$ cat config.mk
export PLATFORM = sky130hd
export DESIGN_NAME = decimal_glyph_formatter_core
export DESIGN_NICKNAME = d
export VERILOG_FILES = /design/src/hw/rtl/dgf_pkg.sv /design/src/hw/rtl/dgf_cell.sv /design/src/hw/rtl/dgf_format.sv /design/src/hw/rtl/decimal_glyph_formatter_core.sv
export SDC_FILE = /design/constraint.sdc
export NUM_CORES = 1
export LEC_CHECK = 0
export ABC_CLOCK_PERIOD_IN_PS = 5510
export BUFFER_PORTS_ARGS = -buffer_cell sky130_fd_sc_hd__buf_2
export CORE_ASPECT_RATIO = 1.5
export CORE_MARGIN = 4
export CORE_UTILIZATION = 45
export DETAILED_ROUTE_END_ITERATION = 12
export MAX_ROUTING_LAYER = met4
export PLACE_DENSITY = 0.57
export SKIP_CTS_REPAIR_TIMING = 1
export SLEW_MARGIN = 20
export SYNTH_ARGS = -nofsm -noshare
export SYNTH_HDL_FRONTEND = slang
export SYNTH_SLANG_ARGS = --single-unit
$ cat constraint.sdc
create_clock -name clock -period 5.51 [get_ports clock]
set_clock_uncertainty 0.05 [all_clocks]
set_input_delay 0.551 -clock clock [delete_from_list [all_inputs] [get_ports clock]]
set_output_delay 0.551 -clock clock [all_outputs]
set_load 0.02 [all_outputs]
$ cat src/hw/rtl/dgf_pkg.sv
// Shared types and constants for the decimal glyph formatter.
// Holds the pipeline word carried along the cell chain and the glyph codes.
// No dependencies.
`timescale 1ns / 1ps

package dgf_pkg;

   localparam int NUM_W    = 17;
   localparam int DIGITS   = 5;
   localparam int BCD_W    = 4 * DIGITS;
   localparam int GLYPHS   = 5;
   localparam int GLYPH_W  = 5;
   localparam int LEAD_W   = 3;

   localparam logic [GLYPH_W-1:0] GLYPH_BLANK = 5'd0;
   localparam logic [GLYPH_W-1:0] GLYPH_POINT = 5'd14;
   localparam logic [GLYPH_W-1:0] GLYPH_DIGIT = 5'd16;

   localparam logic [NUM_W-1:0] INT_LIMIT = 17'd99999;

   localparam logic CMD_INT   = 1'b0;
   localparam logic CMD_FIXED = 1'b1;

   // one word in flight: mode, digits built so far, binary bits left to shift in
   typedef struct packed {
      logic             cmd;
      logic [BCD_W-1:0] bcd;
      logic [NUM_W-1:0] bin;
   } dgf_word_type;

   typedef logic [GLYPHS-1:0][GLYPH_W-1:0] dgf_glyphs_type;

   function automatic logic [GLYPH_W-1:0] digit_glyph(input logic [3:0] digit);
      digit_glyph = GLYPH_DIGIT + {1'b0, digit};
   endfunction

endpackage

$ cat src/hw/rtl/dgf_cell.sv
// One double-dabble cell: adjusts each digit by three where needed and
// shifts in the next binary bit, with its own valid flag and elastic ready.
// Depends on dgf_pkg.
`timescale 1ns / 1ps

module dgf_cell
   import dgf_pkg::*;
(
   input  logic         clock,
   input  logic         reset,
   input  logic         in_valid,
   output logic         in_ready,
   input  dgf_word_type in_word,
   output logic         out_valid,
   input  logic         out_ready,
   output dgf_word_type out_word
);

   logic         valid_ff;
   logic         valid_in;
   dgf_word_type word_ff;
   dgf_word_type word_in;
   logic [BCD_W-1:0] adj;

   always_comb begin
      for (int i = 0; i < DIGITS; i++) begin
         adj[4*i +: 4] = (in_word.bcd[4*i +: 4] >= 4'd5) ?
                         in_word.bcd[4*i +: 4] + 4'd3 : in_word.bcd[4*i +: 4];
      end
      word_in.cmd = in_word.cmd;
      word_in.bcd = {adj[BCD_W-2:0], in_word.bin[NUM_W-1]};
      word_in.bin = {in_word.bin[NUM_W-2:0], 1'b0};
   end

   // take a new word whenever this slot is empty or drains this cycle
   assign in_ready = !valid_ff || out_ready;
   assign valid_in = in_ready ? in_valid : valid_ff;

   always_ff @(posedge clock) begin
      if (reset) begin
         valid_ff <= 1'b0;
      end else begin
         valid_ff <= valid_in;
      end
   end

   always_ff @(posedge clock) begin
      if (in_ready && in_valid) begin
         word_ff <= word_in;
      end
   end

   assign out_valid = valid_ff;
   assign out_word  = word_ff;

endmodule

$ cat src/hw/rtl/dgf_format.sv
// Output cell: blanks leading zeros or places the point, and registers
// the five glyph codes for the result channel.
// Depends on dgf_pkg.
`timescale 1ns / 1ps

module dgf_format
   import dgf_pkg::*;
(
   input  logic           clock,
   input  logic           reset,
   input  logic           in_valid,
   output logic           in_ready,
   input  dgf_word_type   in_word,
   output logic           out_valid,
   input  logic           out_ready,
   output dgf_glyphs_type out_glyphs
);

   logic           valid_ff;
   logic           valid_in;
   dgf_glyphs_type glyphs_ff;
   dgf_glyphs_type glyphs_in;
   dgf_glyphs_type int_glyphs;
   dgf_glyphs_type fix_glyphs;
   logic [DIGITS-1:0][3:0] msd;
   logic [LEAD_W-1:0]      lead;
   logic [LEAD_W:0]        src;

   // digits most significant first
   always_comb begin
      for (int i = 0; i < DIGITS; i++) begin
         msd[i] = in_word.bcd[4*(DIGITS-1-i) +: 4];
      end
   end

   // first nonzero digit; the units digit always shows
   always_comb begin
      if (msd[0] != 4'd0) begin
         lead = 3'd0;
      end else if (msd[1] != 4'd0) begin
         lead = 3'd1;
      end else if (msd[2] != 4'd0) begin
         lead = 3'd2;
      end else if (msd[3] != 4'd0) begin
         lead = 3'd3;
      end else begin
         lead = 3'd4;
      end
   end

   always_comb begin
      src = '0;
      for (int j = 0; j < GLYPHS; j++) begin
         src = {1'b0, lead} + 4'(j);
         int_glyphs[j] = (src < 4'(DIGITS)) ? digit_glyph(msd[src[LEAD_W-1:0]])
                                            : GLYPH_BLANK;
      end
   end

   // hundreds and above drop out; tens blank only by moving everything left
   always_comb begin
      if (msd[1] != 4'd0) begin
         fix_glyphs[0] = digit_glyph(msd[1]);
         fix_glyphs[1] = digit_glyph(msd[2]);
         fix_glyphs[2] = GLYPH_POINT;
         fix_glyphs[3] = digit_glyph(msd[3]);
         fix_glyphs[4] = digit_glyph(msd[4]);
      end else begin
         fix_glyphs[0] = digit_glyph(msd[2]);
         fix_glyphs[1] = GLYPH_POINT;
         fix_glyphs[2] = digit_glyph(msd[3]);
         fix_glyphs[3] = digit_glyph(msd[4]);
         fix_glyphs[4] = GLYPH_BLANK;
      end
   end

   assign glyphs_in = (in_word.cmd == CMD_FIXED) ? fix_glyphs : int_glyphs;

   assign in_ready = !valid_ff || out_ready;
   assign valid_in = in_ready ? in_valid : valid_ff;

   always_ff @(posedge clock) begin
      if (reset) begin
         valid_ff <= 1'b0;
      end else begin
         valid_ff <= valid_in;
      end
   end

   always_ff @(posedge clock) begin
      if (in_ready && in_valid) begin
         glyphs_ff <= glyphs_in;
      end
   end

   assign out_valid  = valid_ff;
   assign out_glyphs = glyphs_ff;

endmodule

$ cat src/hw/rtl/decimal_glyph_formatter_core.sv
// Decimal glyph formatter: number in, five display glyph codes out.
// Each input word passes 17 conversion cells, one per binary bit, and then the
// output register.
// Throughput: one word per cycle while results are taken; every cell holds its
// own word, so a stalled result does not stop intake until the whole chain is full.
// Reset clears all valid flags; payload registers are not reset.
`timescale 1ns / 1ps

module decimal_glyph_formatter_core
   import dgf_pkg::*;
(
   input  logic        clock,
   input  logic        reset,
   input  logic        req_tvalid,
   output logic        req_tready,
   input  logic [23:0] req_tdata,   // [16:0] number, [23:17] zero
   input  logic [0:0]  req_tuser,   // [0] command
   output logic        rsp_tvalid,
   input  logic        rsp_tready,
   output logic [31:0] rsp_tdata    // [4:0] glyph_0 .. [24:20] glyph_4, [31:25] zero
);

   logic [NUM_W:0]         link_valid;
   logic [NUM_W:0]         link_ready;
   dgf_word_type [NUM_W:0] link_word;
   logic [NUM_W-1:0]       number;
   dgf_glyphs_type         glyphs;

   // saturate integer mode; fixed mode keeps the raw value
   assign number = (req_tuser[0] == CMD_INT && req_tdata[NUM_W-1:0] > INT_LIMIT) ?
                   INT_LIMIT : req_tdata[NUM_W-1:0];

   assign link_valid[0]    = req_tvalid;
   assign req_tready       = link_ready[0];
   assign link_word[0].cmd = req_tuser[0];
   assign link_word[0].bcd = '0;
   assign link_word[0].bin = number;

   for (genvar g = 0; g < NUM_W; g++) begin : g_cell
      dgf_cell u_cell (
         .clock     (clock),
         .reset     (reset),
         .in_valid  (link_valid[g]),
         .in_ready  (link_ready[g]),
         .in_word   (link_word[g]),
         .out_valid (link_valid[g+1]),
         .out_ready (link_ready[g+1]),
         .out_word  (link_word[g+1])
      );
   end

   dgf_format u_format (
      .clock      (clock),
      .reset      (reset),
      .in_valid   (link_valid[NUM_W]),
      .in_ready   (link_ready[NUM_W]),
      .in_word    (link_word[NUM_W]),
      .out_valid  (rsp_tvalid),
      .out_ready  (rsp_tready),
      .out_glyphs (glyphs)
   );

   assign rsp_tdata = {7'd0, glyphs};

endmodule

# == Yosys cells after proc, flatten, opt, wreduce, memory -nomap -nowiden ==
# Index checks and enable logic that the tools add are counted.
# totals
in_bits,29
elab_cells,393
reg_bits,477
out_inout_bits,34
# op_classes
n_bitwise,1
n_reduce_logical,59
addsub,83
magnitude_cmp,81
n_mux,91
# ops
cell,n
$ge A4 B3 Y1 const B,65
$mux W4,59
$add A4 B2 Y4 const B,54
$bmux W4 S3,5
$mux W25,2
$add A5 B4 Y5 const A,9
$mux W3,15
$add A3 B2 Y3 const B,11
$mux W5,5
$lt A3 B4 Y1 const B,5
$logic_and A1 B1 Y1,19
$logic_not A1 Y1,18
$logic_or A1 B1 Y1,18
$gt A17 B17 Y1 const B,1
$lt A4 B3 Y1 const B,4
$reduce_bool A4 Y1,4
$add A1 B2 Y3 const AB,4
$ge A1 B3 Y1 const AB,4
$add A3 B2 Y4 const B,2
$mux W1,5
$add A3 B1 Y4 const B,1
$add A3 B3 Y4 const B,1
$add A1 B2 Y3 const B,1
$ge A1 B3 Y1 const B,1
other kinds (2),2

# == Depth between registers and ports, before layout ==
# Gate-level depths: netlist of the first run.
# logic_depth
word_depth,20
depth_mapped,11
depth_no_buf,10

# == Hierarchy ==
# A second synthesis of the first run with hierarchy kept.
# unflattened
hier_cells,2261
hier_area_um2,30118.9
# modules_own_cells
module,cells_per_inst,n_inst,area_each_um2,seq_area_each_um2
dgf_cell,120,17,1650.3,1131.1
dgf_format,186,1,1825.5,770.7
decimal_glyph_formatter_core,35,1,237.7,0.0

# == Worst setup path after synthesis of the first run ==
# OpenSTA, ideal clock, no wires.
# synth_timing
path_type,input-to-reg
from,in rsp_tready
to,"reg g_cell[7].u_cell.word_ff (netlist bit g_cell[7].u_cell.out_word[10]), enable pin"
setup_time_ps,428
stages,6
arrival_ps,3020
required_time_ps,5032
path_slack_ps,2013
path_cell_list,and4b_1 > and4_1 > clkbuf_1 > and4_1 > clkbuf_1 > a21boi_0
# synth_via
elab_chain_len,12
# synth_rtl
element,line_no,text
start: declaration,decimal_glyph_formatter_core.sv:19,"input logic rsp_tready,"
$logic_or A1 B1 Y1,dgf_format.sv:79,assign in_ready = !valid_ff || out_ready;
$logic_or A1 B1 Y1 (10 in series),dgf_cell.sv:36,assign in_ready = !valid_ff || out_ready;
$logic_and A1 B1 Y1,dgf_cell.sv:48,if (in_ready && in_valid) begin
end signal: assignment,dgf_cell.sv:49,word_ff <= word_in;
end: declaration,dgf_cell.sv:21,dgf_word_type word_ff;
# Every way passes these cells.
# A chain may end at the register's enable or synchronous reset.

==> metrics.yaml, run 1 <==
die-area_um2: 40600
postLayoutSetupSlackWorst_ns: 1.65
clkTransAtPathRegs_ns: 0.06
wl_per_cell_um: 14.6
drv_slew: 0
clockRootBuffer: "clkbuf_16"
dr.pass1.iters: 6
yosysSeqAreaShare_pct: 67.8
yosys.area.top_type_share_pct: 65.6
finalSetupTns_ns: 0
fmax_ghz: 0.259
antenna_left: 0
nFillCells: 3104
ys_seq_elements: 386
cp-startpoint: "g_cell[16].u_cell.out_word[29]"
seqPwrFrac_pct: 57.6
fp.dieW_um: 166
gp_congestion: 0.867
holdCritStartpoint: "req_tuser"
ys.flop_type: "edfxtp_1"
dp_hpwl_um: 20200
cts.htree.levels: 2
pwr-share-clk_pct: 41.5
drive_above_1_share_pct: 10.4
track_usage_pct: 14.0
synth_async_sr_flop_share_pct: 0
cts.sinks: 386
setup-violations-final: 0
synth_edf_count: 368
synth_area_leaders: "edfxtp_1 (66%), ha_1 (6.7%), nand2_1 (3.5%)"
grt-ovfl-total: 0
p_sw_share_pct: 19.1
dr_total_vias: 9425
avgSynthCellArea_um2: 13.3
rows: 86
p_switching_w: 0.00107
r2r_cells: 8
peakVddDrop_uv: 285
dpl_worst_slack_ns: 1.66
postSynthCellCount: 1267
rsz0062_at_grt: "false"
core_area_um2: 36900
max-slew-margin-rel_pct: 39.2
numCtsBuffers: 37
die_y_um: 245
initial_core_util_pct: 45.6
worst_pin_slew_ns: 0.912
antennaDiodeCount: 0
crit_arrival_ns: 4.15
ys_warn_count: 0
drt_first_iter_violations: 405
hold_viol: 0
grt_pass1_vias: 9711
synthToLayoutAreaGrowth_pct: 12.1
status: "complete, no violations"
power_density_nw_per_um2: 297
clock_path_buffers: 3
cp_max_fo: 20
grt_max_degree: 26
p_leak_nw: 7.00
endpoint_kind: "register"
start_kind: "register"
combPwrFrac_pct: 0.9
hold_path.class: "input port to register"
yosysUniqueCellTypes: 54
clkLatencyLatePin_ns: 0.52
cts_tree: "built"
cap_violations: 0
grt_pass1_wl_um: 45400
fin_crit_sh_pct: 70.1
period_minus_slack_ns: 3.86
wl_um: 27100
synth.largest_area_cell: "edfxtp_1"
fin_nets: 1471
critPathKind: "register to register"
internal_power_w: 0.00454
syn_area_um2: 16800
timing.rr.start: "g_cell[16].u_cell.out_word[29]"
portBuffers: 48
ios: 63
holdPathStages: 1
avgViaCountPerCell: 5.06
drc: 0
antenna_found_initial: 0
critPathRequiredTime_ns: 5.80
[cells in the final DEF (no fill, tap or decap), types with 41 or more instances in the layout]
master,n
mux2i_1,41
nand2_1,156
edfxtp_1,368
ha_1,90
nor2_1,72
buf_2,48
o21ai_0,88
a21oi_1,77
inv_1,93
nand2b_1,71
[state kept, by name, indices dropped and copies added, names as in the netlist]
register,flops
u_format.out_glyphs,25
g_cell.u_cell.out_word,343
g_cell.u_cell.out_valid,17
u_format.out_valid,1
[power groups by stage]
| stage | combinational [W] | sequential, W | clock (W) |
|---|---|---|---|
| after CTS | 0.0000508 | 0.00323 | 0.00243 |
| after detailed placement | 0.0000506 | 0.00330 | 0 |
| after global placement | 0.0000491 | 0.00329 | 0 |
| final | 0.0000498 | 0.00323 | 0.00233 |
| after floorplan | 0.0000370 | 0.00329 | 0 |
| after global routing | 0.0000571 | 0.00324 | 0.00255 |
[path summary, 6_finish.rpt]
kind | endpoint | slack, ns
setup / recovery | u_format.out_glyphs[16] | 1.65
hold reg to reg | g_cell[11].u_cell.out_word[31] | 0.36
hold / removal | g_cell[0].u_cell.out_word[37] | 0.17
setup reg to reg | u_format.out_glyphs[16] | 1.65
[metal layers]
metal | track usage (%) | vias to the layer above | share of wire, %
li1 | - | 4688 | -
met1 | 11.3 | 4531 | 31
met2 | 29.5 | 144 | 62
met3 | 2.24 | 62 | 3.1
met4 | 6.22 | 0 | 4.3
met5 | - | - | 0
[final cells by class]
class / instances / area [um2] / share of cell area (%)
sequential: 386 / 11400 / 60.5
multi-input combinational: 768 / 5040 / 26.7
clock buffer: 49 / 981 / 5.20
tap: 484 / 606 / 3.21
timing repair buffer: 65 / 368 / 1.95
inverter: 94 / 353 / 1.87
clock inverter: 17 / 109 / 0.577
[cells in the mapped netlist (16+ instances only)]
master    count
nand2b_1     71
nor2_1       72
ha_1         90
xnor2_1      40
clkbuf_1     16
o21ai_0      88
nand2_1     156
inv_1        93
mux2i_1      41
edfxtp_1    368
dfxtp_1      18
a21oi_1      77
[through the flow]
stage	hold slack (ns)	total power [W]	util [%]	area (um2)	std cells
after CTS	0.145	0.00571	51.1	18900	1863
final	0.174	0.00561	51.1	18900	1863
after global placement	0.351	0.00334	48.1	17800	1797
after floorplan	0.350	0.00333	-	16900	1273
after global routing	0.148	0.00584	51.1	18900	1863
after detailed placement	0.355	0.00335	48.1	17800	1797
[kinds of logic after synthesis]
| logic type | synth area share [%] |
|---|---|
| buffers and inverters | 2.86 |
| AND/OR/NAND/NOR | 10.1 |
| flip-flops | 67.8 |
| other | 0.0223 |
| multiplexers | 2.44 |
| AO/OA/AOI/OAI | 7.84 |
| adder cells (fa/ha/maj) | 6.69 |
| XOR/XNOR | 2.24 |
[critical path, stage by stage, from the launching register on]
cell      delay, ns
edfxtp_1       0.46
or4_1          0.80
a21oi_2        0.39
nand2b_1       0.36
ha_1           0.58
nand2_1        0.10
nor3_1         0.50
a21oi_1        0.15
o32ai_1        0.30
Power figures use the tool's default switching activity.
==> inputs of run 2 (changes only) <==
ABC_CLOCK_PERIOD_IN_PS = 4000   (was 5510)
clock period = 4 ns   (was 5.51 ns; I/O delays follow)
==> metrics.yaml, run 2 (synthesis results as in run 1) <==
synthToLayoutAreaGrowth_pct: 13.8  # was 12.1%
numCtsBuffers: 39  # was 37
gp_congestion: 0.857  # was 0.867
fmax_ghz: 0.305  # was 0.259 GHz
track_usage_pct: 14.5  # was 14.0%
critPathRequiredTime_ns: 4.21  # was 5.80 ns
power_density_nw_per_um2: 427  # was 297 nW/um2
grt_pass1_vias: 9940  # was 9711
r2r_end: "u_format.out_glyphs[16]"  # unchanged
drive_above_1_share_pct: 11.8  # was 10.4%
largest_reg_flops: 343  # unchanged
drt_first_iter_violations: 567  # was 405
antennaDiodeCount: 0  # unchanged
cts.htree.levels: 2  # unchanged
worst_pin_slew_ns: 0.930  # was 0.912 ns
ff2ff_setup_slack_ns: 0.72  # was 1.65 ns
dr_total_vias: 9509  # was 9425
antenna_found_initial: 0  # unchanged
grt-ovfl-total: 0  # unchanged
cp-startpoint: "g_cell[16].u_cell.out_word[36]"  # was g_cell[16].u_cell.out_word[29]
status: "complete, no violations"  # unchanged
fin_crit_sh_pct: 82.0  # was 70.1%
avgViaCountPerCell: 5.06  # about the same
p_leak_nw: 7.15  # was 7.00 nW
max-slew-margin-rel_pct: 38.0  # was 39.2%
endpoint_kind: "register"  # unchanged
mostFrequentLayoutCells: "edfxtp_1 (368), nand2_1 (156), inv_1 (93), ha_1 (90), o21ai_0 (88)"  # unchanged
die_y_um: 245  # unchanged
clkTransAtPathRegs_ns: 0.06  # about the same
crit_arrival_ns: 3.49  # was 4.15 ns
ios: 63  # unchanged
grt_pass1_wl_um: 47200  # was 45400 um
setup-violations-final: 0  # unchanged
core_area_um2: 36900  # unchanged
clockRootBuffer: "clkbuf_16"  # unchanged
fin_nets: 1485  # was 1471
cts_tree: "built"  # unchanged
fp.dieW_um: 166  # unchanged
r2r_cells: 8  # unchanged
final_common_cell: "edfxtp_1"  # unchanged
period_minus_slack_ns: 3.28  # was 3.86 ns
dr.pass1.iters: 4  # was 6
timing.rr.start: "g_cell[16].u_cell.out_word[36]"  # was g_cell[16].u_cell.out_word[29]
drv_slew: 0  # unchanged
critPathCapture: "u_format.out_glyphs[16]"  # unchanged
wl_per_cell_um: 14.9  # was 14.6 um
start_kind: "register"  # unchanged
wl_um: 28100  # was 27100 um
initial_core_util_pct: 45.6  # unchanged
final_core_util_pct: 51.9  # was 51.1%
nFillCells: 3144  # was 3104
peakVddDrop_uv: 379  # was 285 uV
finalSetupTns_ns: 0  # unchanged
rsz0062_at_grt: "false"  # unchanged
cap_violations: 0  # unchanged
clkLatencyLatePin_ns: 0.55  # was 0.52 ns
rows: 86  # unchanged
antenna_left: 0  # unchanged
hold_viol: 0  # unchanged
hold_path.class: "input port to register"  # unchanged
portBuffers: 48  # unchanged
drc: 0  # unchanged
cts.sinks: 386  # unchanged
clock_path_buffers: 3  # unchanged
die-area_um2: 40600  # unchanged
dp_hpwl_um: 21000  # was 20200 um
critPathKind: "register to register"  # unchanged
grt_max_degree: 26  # unchanged
cp_max_fo: 10  # was 20
==> run 2: changes by cell type in the layout (fill, tap and decap cells not counted), sizes merged <==
cell,before,now
buf,65,74
clkbuf,49,43
bufinv,1,5
clkinv,13,17
dlygate4sd3,0,3
clkinvlp,1,2
==> run 2: per-stage QoR <==
stage | cells | area (um2) | total power, W | setup WS, ns | hold WS, ns
4_1_cts | 1875 | 19100 | 0.00832 | 0.740 | -0.0318
6_report | 1878 | 19100 | 0.00818 | 0.721 | 0.0541
2_1_floorplan | 1273 | 16900 | 0.00458 | 0.643 | 0.350
3_5_place_dp | 1806 | 17800 | 0.00461 | 0.747 | 0.355
3_3_place_gp | 1806 | 17800 | 0.00461 | 0.720 | 0.352
5_1_grt | 1878 | 19100 | 0.00850 | 0.539 | 0.0523
==> run 2: per-layer routing <==
metal | GRT usage (%) | share of wire [%]
met5 | - | 0
met4 | 6.89 | 4.6
met3 | 2.35 | 3.1
met2 | 30.8 | 62
met1 | 11.4 | 30
==> run 2: worst min-delay path by stage <==
stage | from | to | slack, ns | depth (start not counted)
floorplan | g_cell[9].u_cell.out_word[10] | g_cell[10].u_cell.out_word[11] | 0.35 | 0
global placement | g_cell[12].u_cell.out_word[33] | g_cell[13].u_cell.out_word[34] | 0.35 | 0
detailed placement | g_cell[9].u_cell.out_word[10] | g_cell[10].u_cell.out_word[11] | 0.35 | 0
CTS | req_tuser | g_cell[0].u_cell.out_word[37] | -0.03 | 1
global route | req_tdata[4] | g_cell[0].u_cell.out_word[5] | 0.05 | 2
finish | req_tvalid | g_cell[0].u_cell.out_valid | 0.05 | 3
==> run 2: power breakdown <==
part	internal (W)	switching [W]	leakage (nW)
clock	0.00215	0.00151	0.630
combinational	0.0000283	0.0000428	3.04
sequential	0.00444	0.0000163	3.49
total	0.00661	0.00157	7.15
==> run 2: layout make-up <==
| cell class | count | area [um2] | area share [%] |
|---|---|---|---|
| clock inverter | 26 | 292 | 1.52 |
| tap | 484 | 606 | 3.16 |
| sequential | 386 | 11400 | 59.6 |
| inverter | 94 | 353 | 1.84 |
| clock buffer | 43 | 1000 | 5.23 |
| timing repair buffer | 77 | 465 | 2.43 |
| multi-input combinational | 768 | 5020 | 26.2 |
==> run 2: critical path, stage by stage, from the launching register on <==
cell and delay (ns):
edfxtp_1 0.41, or4_1 0.74, or4_4 0.71, inv_2 0.16
ha_1 0.16, inv_1 0.04, o31a_1 0.43, a21bo_2 0.24
o32ai_1 0.06
==> inputs of run 3 (changes only) <==
ABC_CLOCK_PERIOD_IN_PS = 3200   (was 4000)
clock period = 3.2 ns   (was 4 ns; I/O delays follow)
==> metrics.yaml, run 3 (synthesis results as in run 1) <==
track_usage_pct: 14.2  # was 14.5%
cp_max_fo: 10  # unchanged
initial_core_util_pct: 45.6  # unchanged
avgViaCountPerCell: 5.04  # was 5.06
drc: 0  # unchanged
critPathKind: "register to register"  # unchanged
seqPwrFrac_pct: 57.2  # was 54.4%
holdPathStages: 2  # was 3
wl_um: 28300  # was 28100 um
pwr-share-clk_pct: 41.8  # was 44.7%
finalSetupTns_ns: 0  # unchanged
core_area_um2: 36900  # unchanged
ff2ff_setup_slack_ns: 0.18  # was 0.72 ns
p_leak_nw: 7.18  # was 7.15 nW
fin_crit_sh_pct: 94.2  # was 82.0%
max-slew-margin-rel_pct: 39.5  # was 38.0%
setup-violations-final: 0  # unchanged
power_density_nw_per_um2: 507  # was 427 nW/um2
hold_path.class: "input port to register"  # unchanged
rows: 86  # unchanged
mostFrequentLayoutCells: "edfxtp_1 (368), nand2_1 (156), inv_1 (93), ha_1 (90), o21ai_0 (88)"  # unchanged
drt_first_iter_violations: 380  # was 567
crit_arrival_ns: 3.27  # was 3.49 ns
grt_pass1_wl_um: 46000  # was 47200 um
cts_tree: "built"  # unchanged
postLayoutSetupSlackWorst_ns: 0.184  # was 0.721 ns
final_common_cell: "edfxtp_1"  # unchanged
dr.pass1.iters: 5  # was 4
r2r_end: "u_format.out_glyphs[15]"  # was u_format.out_glyphs[16]
fmax_ghz: 0.332  # was 0.305 GHz
combPwrFrac_pct: 1.0  # was 0.9%
endpoint_kind: "register"  # unchanged
portBuffers: 48  # unchanged
dp_hpwl_um: 21200  # was 21000 um
internal_power_w: 0.00787  # was 0.00661 W
start_kind: "register"  # unchanged
timing.hold.ws_ns: 0.00202  # was 0.0541 ns
status: "complete, no violations"  # unchanged
p_switching_w: 0.00186  # was 0.00157 W
cap_violations: 0  # unchanged
dr_total_vias: 9580  # was 9509
hold_end: "g_cell[0].u_cell.out_word[5]"  # was g_cell[0].u_cell.out_valid
hold_viol: 0  # unchanged
clkLatencyLatePin_ns: 0.53  # was 0.55 ns
die_y_um: 245  # unchanged
drv_slew: 0  # unchanged
cts.htree.levels: 2  # unchanged
gp_congestion: 0.916  # was 0.857
largest_reg_flops: 343  # unchanged
peakVddDrop_uv: 584  # was 379 uV
grt_max_degree: 26  # unchanged
wl_per_cell_um: 14.9  # about the same
antenna_left: 0  # unchanged
drive_above_1_share_pct: 12.4  # was 11.8%
holdCritStartpoint: "req_tdata[4]"  # was req_tvalid
critPathRequiredTime_ns: 3.46  # was 4.21 ns
rsz0062_at_grt: "false"  # unchanged
clockRootBuffer: "clkbuf_16"  # unchanged
clock_path_buffers: 3  # unchanged
cts.sinks: 386  # unchanged
synthToLayoutAreaGrowth_pct: 14.0  # was 13.8%
clkTransAtPathRegs_ns: 0.06  # about the same
period_minus_slack_ns: 3.02  # was 3.28 ns
timing.rr.start: "g_cell[16].u_cell.out_word[22]"  # was g_cell[16].u_cell.out_word[36]
antennaDiodeCount: 0  # unchanged
fp.dieW_um: 166  # unchanged
grt-ovfl-total: 0  # unchanged
dpl_worst_slack_ns: 0.227  # was 0.747 ns
worst_pin_slew_ns: 0.908  # was 0.930 ns
place_area_um2: 18000  # was 17800 um2
die-area_um2: 40600  # unchanged
r2r_cells: 9  # was 8
power.total_w: 0.00973  # was 0.00818 W
grt_pass1_vias: 9698  # was 9940
antenna_found_initial: 0  # unchanged
final_cell_area_um2: 19200  # was 19100 um2
p_sw_share_pct: 19.1  # was 19.2%
fin_nets: 1507  # was 1485
ios: 63  # unchanged
numCtsBuffers: 37  # was 39
-- run 3: cell types whose count changed in the layout (fill, tap and decap cells not counted), moves of 2 or more --
cell           before  now
clkbuf_16          39   37
clkbuf_1            3   13
bufinv_16           5    1
clkinv_1            8    4
buf_4              26   45
dlygate4sd3_1       3    8
clkinv_2            7    5
-- run 3: worst max path at each step --
| stage | from | endpoint | slack [ns] | cells after the start |
|---|---|---|---|---|
| 2_1_floorplan | g_cell[16].u_cell.out_word[36] | u_format.out_glyphs[17] | 0.02 | 10 |
| 3_3_place_gp | g_cell[16].u_cell.out_word[36] | u_format.out_glyphs[16] | 0.23 | 8 |
| 3_5_place_dp | g_cell[16].u_cell.out_word[36] | u_format.out_glyphs[4] | 0.23 | 7 |
| 4_1_cts | g_cell[16].u_cell.out_word[36] | u_format.out_glyphs[4] | 0.21 | 7 |
| 5_1_grt | g_cell[16].u_cell.out_word[22] | u_format.out_glyphs[16] | 0.09 | 9 |
| 6_report | g_cell[16].u_cell.out_word[22] | u_format.out_glyphs[15] | 0.18 | 9 |
-- run 3: cell type report --
type	instances	area [um2]
clock buffers	52	1000
flip-flops and latches	386	11400
clock inverters	14	119
well taps	484	606
repair buffers	101	658
fillers	3155	17700
multi-input cells	768	5030
inverters	94	353
-- run 3: per-layer routing --
| layer | up-vias | part of all wire, % | track usage (%) | wire length [um] |
|---|---|---|---|---|
| met4 | 0 | 5.4 | 7.16 | 1520 |
| met3 | 85 | 3.4 | 2.32 | 949 |
| met1 | 4570 | 31 | 11.7 | 8730 |
| met5 | - | 0 | - | 0 |
| li1 | 4750 | - | - | - |
| met2 | 175 | 60 | 29.5 | 17100 |
-- run 3: power by group through the flow --
stage / Clock [W] / Sequential (W) / Combinational, W
4_1_cts: 0.00422 / 0.00557 / 0.0000878
3_3_place_gp: 0 / 0.00567 / 0.0000847
3_5_place_dp: 0 / 0.00568 / 0.0000876
5_1_grt: 0.00442 / 0.00557 / 0.000107
6_report: 0.00407 / 0.00557 / 0.0000930
2_1_floorplan: 0 / 0.00567 / 0.0000638
-- run 3: metrics by stage --
stage | util, % | cells
after detailed placement | 48.7 | 1825
after floorplan | - | 1273
after global routing | 52.0 | 1899
after global placement | 48.7 | 1825
after CTS | 51.7 | 1891
final | 52.0 | 1899
-- run 3: worst max-delay path: stages (launching register included) --
cell and delay [ns]:
edfxtp_1 0.39, or4_1 0.69, nor2_1 0.20, nor3_1 0.08
buf_4 0.16, ha_1 0.23, nor2_1 0.14, o31a_1 0.41
nand2_1 0.09, o32ai_1 0.35
